`config.mk`:
```
export PLATFORM = sky130hd
export DESIGN_NAME = plbt_ctrl
export DESIGN_NICKNAME = d
export VERILOG_FILES = /design/src/plbt_pkg.sv /design/src/plbt_ctrl.sv
export SDC_FILE = /design/constraint.sdc
export NUM_CORES = 1
export LEC_CHECK = 0
export BUFFER_PORTS_ARGS = -buffer_cell sky130_fd_sc_hd__buf_2
export CAP_MARGIN = 25
export CORE_AREA = 2 2 39 41
export DETAILED_ROUTE_END_ITERATION = 12
export DIE_AREA = 0 0 41 43
export PLACE_DENSITY = 0.73
export SLEW_MARGIN = 20
export SYNTH_ARGS = -nofsm -noshare
export SYNTH_HDL_FRONTEND = slang
export SYNTH_SLANG_ARGS = --single-unit
```
`constraint.sdc`:
```
create_clock -name clk -period 1.8 [get_ports clk]
set_input_delay 0.45 -clock clk [delete_from_list [all_inputs] [get_ports clk]]
set_output_delay 0.45 -clock clk [all_outputs]
set_load 0.1 [all_outputs]
```
`src/plbt_pkg.sv`:
```
`timescale 1ns / 1ps
// ----------------------------------------------------------------------------
// Pending lookup buffer table package
// Shared codes, reset values and the control/status bundles between the
// controller and the datapath.
// ----------------------------------------------------------------------------
package plbt_pkg;

  // Default sizing
  localparam int DEF_TABLE_DEPTH = 32;
  localparam int DEF_TAG_WIDTH   = 16;

  // Request commands
  typedef enum logic [1:0] {
    CMD_BUFFER       = 2'd0,
    CMD_SEARCH_BEGIN = 2'd1,
    CMD_SEARCH_END   = 2'd2,
    CMD_DISCOVERY    = 2'd3
  } plbt_cmd_t;

  // Result status codes
  typedef enum logic [2:0] {
    ST_STORED        = 3'd0,
    ST_DUPLICATE     = 3'd1,
    ST_FULL          = 3'd2,
    ST_CONFIRMED     = 3'd3,
    ST_RELEASED      = 3'd4,
    ST_SEARCH_FAILED = 3'd5,
    ST_ABSENT        = 3'd6
  } plbt_status_t;

  // Configuration register indexes
  localparam logic [1:0] CFG_MAX_ENTRIES    = 2'd0;
  localparam logic [1:0] CFG_UNCONF_TIMEOUT = 2'd1;
  localparam logic [1:0] CFG_MAX_AGE        = 2'd2;

  // Configuration reset values
  localparam logic [5:0]  RST_MAX_ENTRIES    = 6'd30;
  localparam logic [15:0] RST_UNCONF_TIMEOUT = 16'd1;
  localparam logic [15:0] RST_MAX_AGE        = 16'd120;

  // Controller -> datapath commands
  typedef struct packed {
    logic load;        // latch the request
    logic addr_clr;    // restart the table walk
    logic walk;        // step the table walk
    logic purge_mode;  // walk evicts stale entries
    logic act_store;   // write the new entry at the free slot
    logic act_confirm; // set confirmed on the hit entry
    logic act_free;    // drop the hit entry
  } plbt_ctrl_t;

  // Datapath -> controller status
  typedef struct packed {
    plbt_cmd_t cmd;       // latched command
    logic      walk_done; // walk finished, all compares settled
    logic      found;     // key present
    logic      full;      // entry count at capacity
    logic      free_ok;   // a free slot was seen on the last walk
  } plbt_stat_t;

endpackage

```
`src/plbt_ctrl.sv`:
```
`timescale 1ns / 1ps
// ----------------------------------------------------------------------------
// Pending lookup buffer table controller
// Sequences the key search walk, the optional stale purge walk and the final
// table update, and drives the result strobe and status.
// ----------------------------------------------------------------------------
module plbt_ctrl (
  input  logic                    clk,
  input  logic                    rst_n,
  input  logic                    start,
  input  plbt_pkg::plbt_stat_t    stat,
  output plbt_pkg::plbt_ctrl_t    ctrl,
  output logic                    busy,
  output logic                    out_valid,
  output logic [2:0]              out_status
);

  typedef enum logic [2:0] {
    S_IDLE,
    S_SRCH,
    S_DECIDE,
    S_PURGE,
    S_STORE
  } state_t;

  state_t                 state_r, state_nxt;
  logic                   valid_r, valid_nxt;
  plbt_pkg::plbt_status_t status_r, status_nxt;

  // Next state, commands and result
  always_comb begin
    state_nxt  = state_r;
    valid_nxt  = 1'b0;
    status_nxt = status_r;
    ctrl       = '0;
    unique case (state_r)
      S_IDLE: begin
        if (start) begin
          ctrl.load     = 1'b1;
          ctrl.addr_clr = 1'b1;
          state_nxt     = S_SRCH;
        end
      end
      S_SRCH: begin
        ctrl.walk = 1'b1;
        if (stat.walk_done) begin
          state_nxt = S_DECIDE;
        end
      end
      S_DECIDE: begin
        state_nxt = S_IDLE;
        valid_nxt = 1'b1;
        if (stat.cmd == plbt_pkg::CMD_BUFFER) begin
          if (stat.found) begin
            status_nxt = plbt_pkg::ST_DUPLICATE;
          end else if (stat.full) begin
            // table full: purge stale entries first
            ctrl.addr_clr = 1'b1;
            valid_nxt     = 1'b0;
            state_nxt     = S_PURGE;
          end else begin
            valid_nxt = 1'b0;
            state_nxt = S_STORE;
          end
        end else if (!stat.found) begin
          status_nxt = plbt_pkg::ST_ABSENT;
        end else begin
          unique case (stat.cmd)
            plbt_pkg::CMD_SEARCH_BEGIN: begin
              ctrl.act_confirm = 1'b1;
              status_nxt       = plbt_pkg::ST_CONFIRMED;
            end
            plbt_pkg::CMD_SEARCH_END: begin
              ctrl.act_free = 1'b1;
              status_nxt    = plbt_pkg::ST_SEARCH_FAILED;
            end
            default: begin
              ctrl.act_free = 1'b1;
              status_nxt    = plbt_pkg::ST_RELEASED;
            end
          endcase
        end
      end
      S_PURGE: begin
        ctrl.walk       = 1'b1;
        ctrl.purge_mode = 1'b1;
        if (stat.walk_done) begin
          state_nxt = S_STORE;
        end
      end
      S_STORE: begin
        state_nxt = S_IDLE;
        valid_nxt = 1'b1;
        if (stat.full || !stat.free_ok) begin
          status_nxt = plbt_pkg::ST_FULL;
        end else begin
          ctrl.act_store = 1'b1;
          status_nxt     = plbt_pkg::ST_STORED;
        end
      end
      default: begin
        state_nxt = S_IDLE;
      end
    endcase
  end

  // State and registered outputs
  always_ff @(posedge clk) begin
    if (!rst_n) begin
      state_r  <= S_IDLE;
      valid_r  <= 1'b0;
      status_r <= plbt_pkg::ST_STORED;
    end else begin
      state_r  <= state_nxt;
      valid_r  <= valid_nxt;
      status_r <= status_nxt;
    end
  end

  assign busy       = (state_r != S_IDLE);
  assign out_valid  = valid_r;
  assign out_status = status_r;

endmodule

```
==> metrics <==
Final Non-Filler Cells=112; Post-synth top flop=dfxtp_1; Hold/Removal Path Class=flop to flop; Post-synth EDFFs=0; I/O pin count=21; Initial DRC Count=7; FF+latch count, synth=7; Core Region=1380 sq um; Combinational Power Share=between 50% and 60%; Pwr Density=approximately 670 nW/um^2; Buf/Inv on CP=1; Int Power=about 0.37 mW; die height=approximately 43 microns; final instance area=928 sq um; Slowest Stage Delay on Critical Path=440 ps; Startpoint Class=flop; DR vias/cell=5.04; failing checks=negative setup slack; initial antenna violation count=0; Static Leak=just over 0.4 nW; Slew Viols, Final=0; worst-skew pair later-pin latency=250 ps; Critical Path Stages=4; Period minus WS final=1950 ps; Sink Count=7; routed wire length=1470 microns; clock root cell=clkbuf_4; M1 wire length=668 microns; setup slack at placement=-121 ps; number of antenna diodes=0; CTS tree=done; Clock Skew=roughly 4.9 ps; synthesized cell area=475 sq um; Mapped Nets=between 70 and 80; R2R cell count=6; synth top area cells=dfxtp_1 29%, o32ai_2 6.8%, inv_1 5.5%; RSZ-0062 raised after global routing=yes; Arr. time, crit path=approximately 1500 ps; max layer used=met4; Clock Pin Slew Worst Setup and Hold Paths=around 50 ps; cell count after synthesis=60; Post-synth ARST share=0%; status=finished, violations left; peak supply drop=0.371 mV; Crit Path Class=flop to output pin; Distinct cells, synth=28; Starting Density=roughly 34%; top cell type's share of synthesized area=29.5%; CTS Buf Count=3; total gr overflow=0; HPWL Detailed=899 microns; DR WL met3=49 microns; Mean Syn Cell Area=7.92 sq um; Die W=41 microns; part of the power in registers=26.8%; Port Buf Inserts=20; Worst Max-Slew Pin Slew=450 ps; CTS Hold Bufs=0; vias in the first global route=500; Worst Hold Depth=2; global-route wire length before repair=2110 microns; Synth-to-Final Area Change=95.3%; Detail Route Antenna Nets=0; row count=14; Slew headroom=69.3%; synth warn=0; Max Root-Sink Buffers=2; Avg WL per Cell=approximately 13 microns; met2 routed WL=727 microns; CTS H-Tree Depth=1; fraction of layout cells with a size suffix above 1=56.3%; Final setup viols=5; placed cell count=101; critical path required time=1350 ps; vias=564; Fill cells=111; # Max-Cap Violations=0; fmax=approximately 510 MHz; layout net count=108; CP delay by family, top=simple AND/OR/NAND/NOR gates; register area share after synthesis=29.5%; DRC viols=0; DRT Pass-1 Iters=4; Slowest-stage cell, CP=or3b_4; Placed Area=806 sq um; GRT Total Usage=18.3%; sw frac=40.7%; Sw Pwr=0.253 mW; fin crit share=109%; fin worst setup slack=-154 ps; crit path cell chain=or3b_4, nor2_4, and3_4, buf_12; largest net degree at the start of global routing=10; gpl congestion=0.794; largest area contributor in the netlist=dfxtp_1; most frequent cells in the layout=12 x buf_2, 12 x buf_4, 8 x buf_12; Critical Path Sink Type=output pin; clock network fraction of total power=between 20% and 30%; Final Hold Viols=0; Crit Path Max Fanout=4; Die Area=1760 sq um; Final Power=0.623 mW
-- repair_timing --
item | in CTS | in global routing
resized for setup | 8 | 4
pin swaps | 3 | 2
endpoints found under the setup margin | 6 | 6
buffers inserted | 5 | 2
gates cloned | 0 | 0
-- synth_stat cells (2+ instances only) --
master and instances:
and2_1 2, dfxtp_1 7, ha_1 2, inv_1 7
nand2_1 6, nand2b_1 3, nor2_1 7, nor2b_1 3
o21ai_0 3, o32ai_2 2
-- sequential cells by signal (all words and copies together) (netlist names) --
name	count
out_status	3
state_r	3
out_valid	1
-- cell type report --
| type | instances | area (sq um) | area share [%] |
|---|---|---|---|
| Clock buffer | 4 | 26.3 | 2.83 |
| Inverter | 7 | 30.0 | 3.23 |
| Multi-Input combinational cell | 44 | 378 | 40.7 |
| Sequential cell | 7 | 141 | 15.2 |
| Tap cell | 16 | 20.0 | 2.16 |
| Timing Repair Buffer | 34 | 333 | 35.8 |
-- cell families after synthesis --
kind of cell             count (synthesis)  share of synthesized area [%]
AO/OA/AOI/OAI                           13                           23.2
adder cells (fa/ha/maj)                  2                           5.26
buffers and inverters                    9                           8.95
flip-flops                               7                           29.5
multiplexers                             1                           2.11
AND/OR/NAND/NOR                         28                           31.1
-- through the flow --
| step | setup TNS, ps | hold slack (ps) | util [%] |
|---|---|---|---|
| after CTS | -642 | 458 | 64.7 |
| after global placement | -142 | 448 | 58.2 |
| final | -590 | 452 | 67.1 |
| after floorplan | -1210 | 566 | - |
| after detailed placement | -220 | 451 | 58.2 |
| after global routing | -806 | 478 | 67.1 |
-- final timing paths --
kind,startpoint,endpoint,slack [ps]
max,state_r[2],ctrl[1],-150
min,out_status[2],out_status[2],450
max reg2reg,state_r[2],state_r[1],250
min reg2reg,out_status[2],out_status[2],450
-- power groups by stage --
| stage | clock network, mW | registers [mW] | logic, mW |
|---|---|---|---|
| global route | 0.159 | 0.168 | 0.325 |
| floorplan | 0 | 0.198 | 0.161 |
| detailed placement | 0 | 0.169 | 0.274 |
| finish | 0.143 | 0.167 | 0.313 |
| global placement | 0 | 0.169 | 0.272 |
| CTS | 0.147 | 0.167 | 0.298 |
-- worst register-to-register path: stages (launching register included) --
cell	delay, ps
dfxtp_1	310
or3b_4	440
buf_4	150
buf_4	130
o32ai_2	240
mux2i_1	100
nor2b_1	110
-- metal layers --
metal	track usage [%]	vias to the layer above
li1	-	280
met5	0	-
met2	28.4	12
met3	6.81	2
met4	10.0	0
met1	20.3	270
Note: power is estimated with default switching activity, not from simulation.
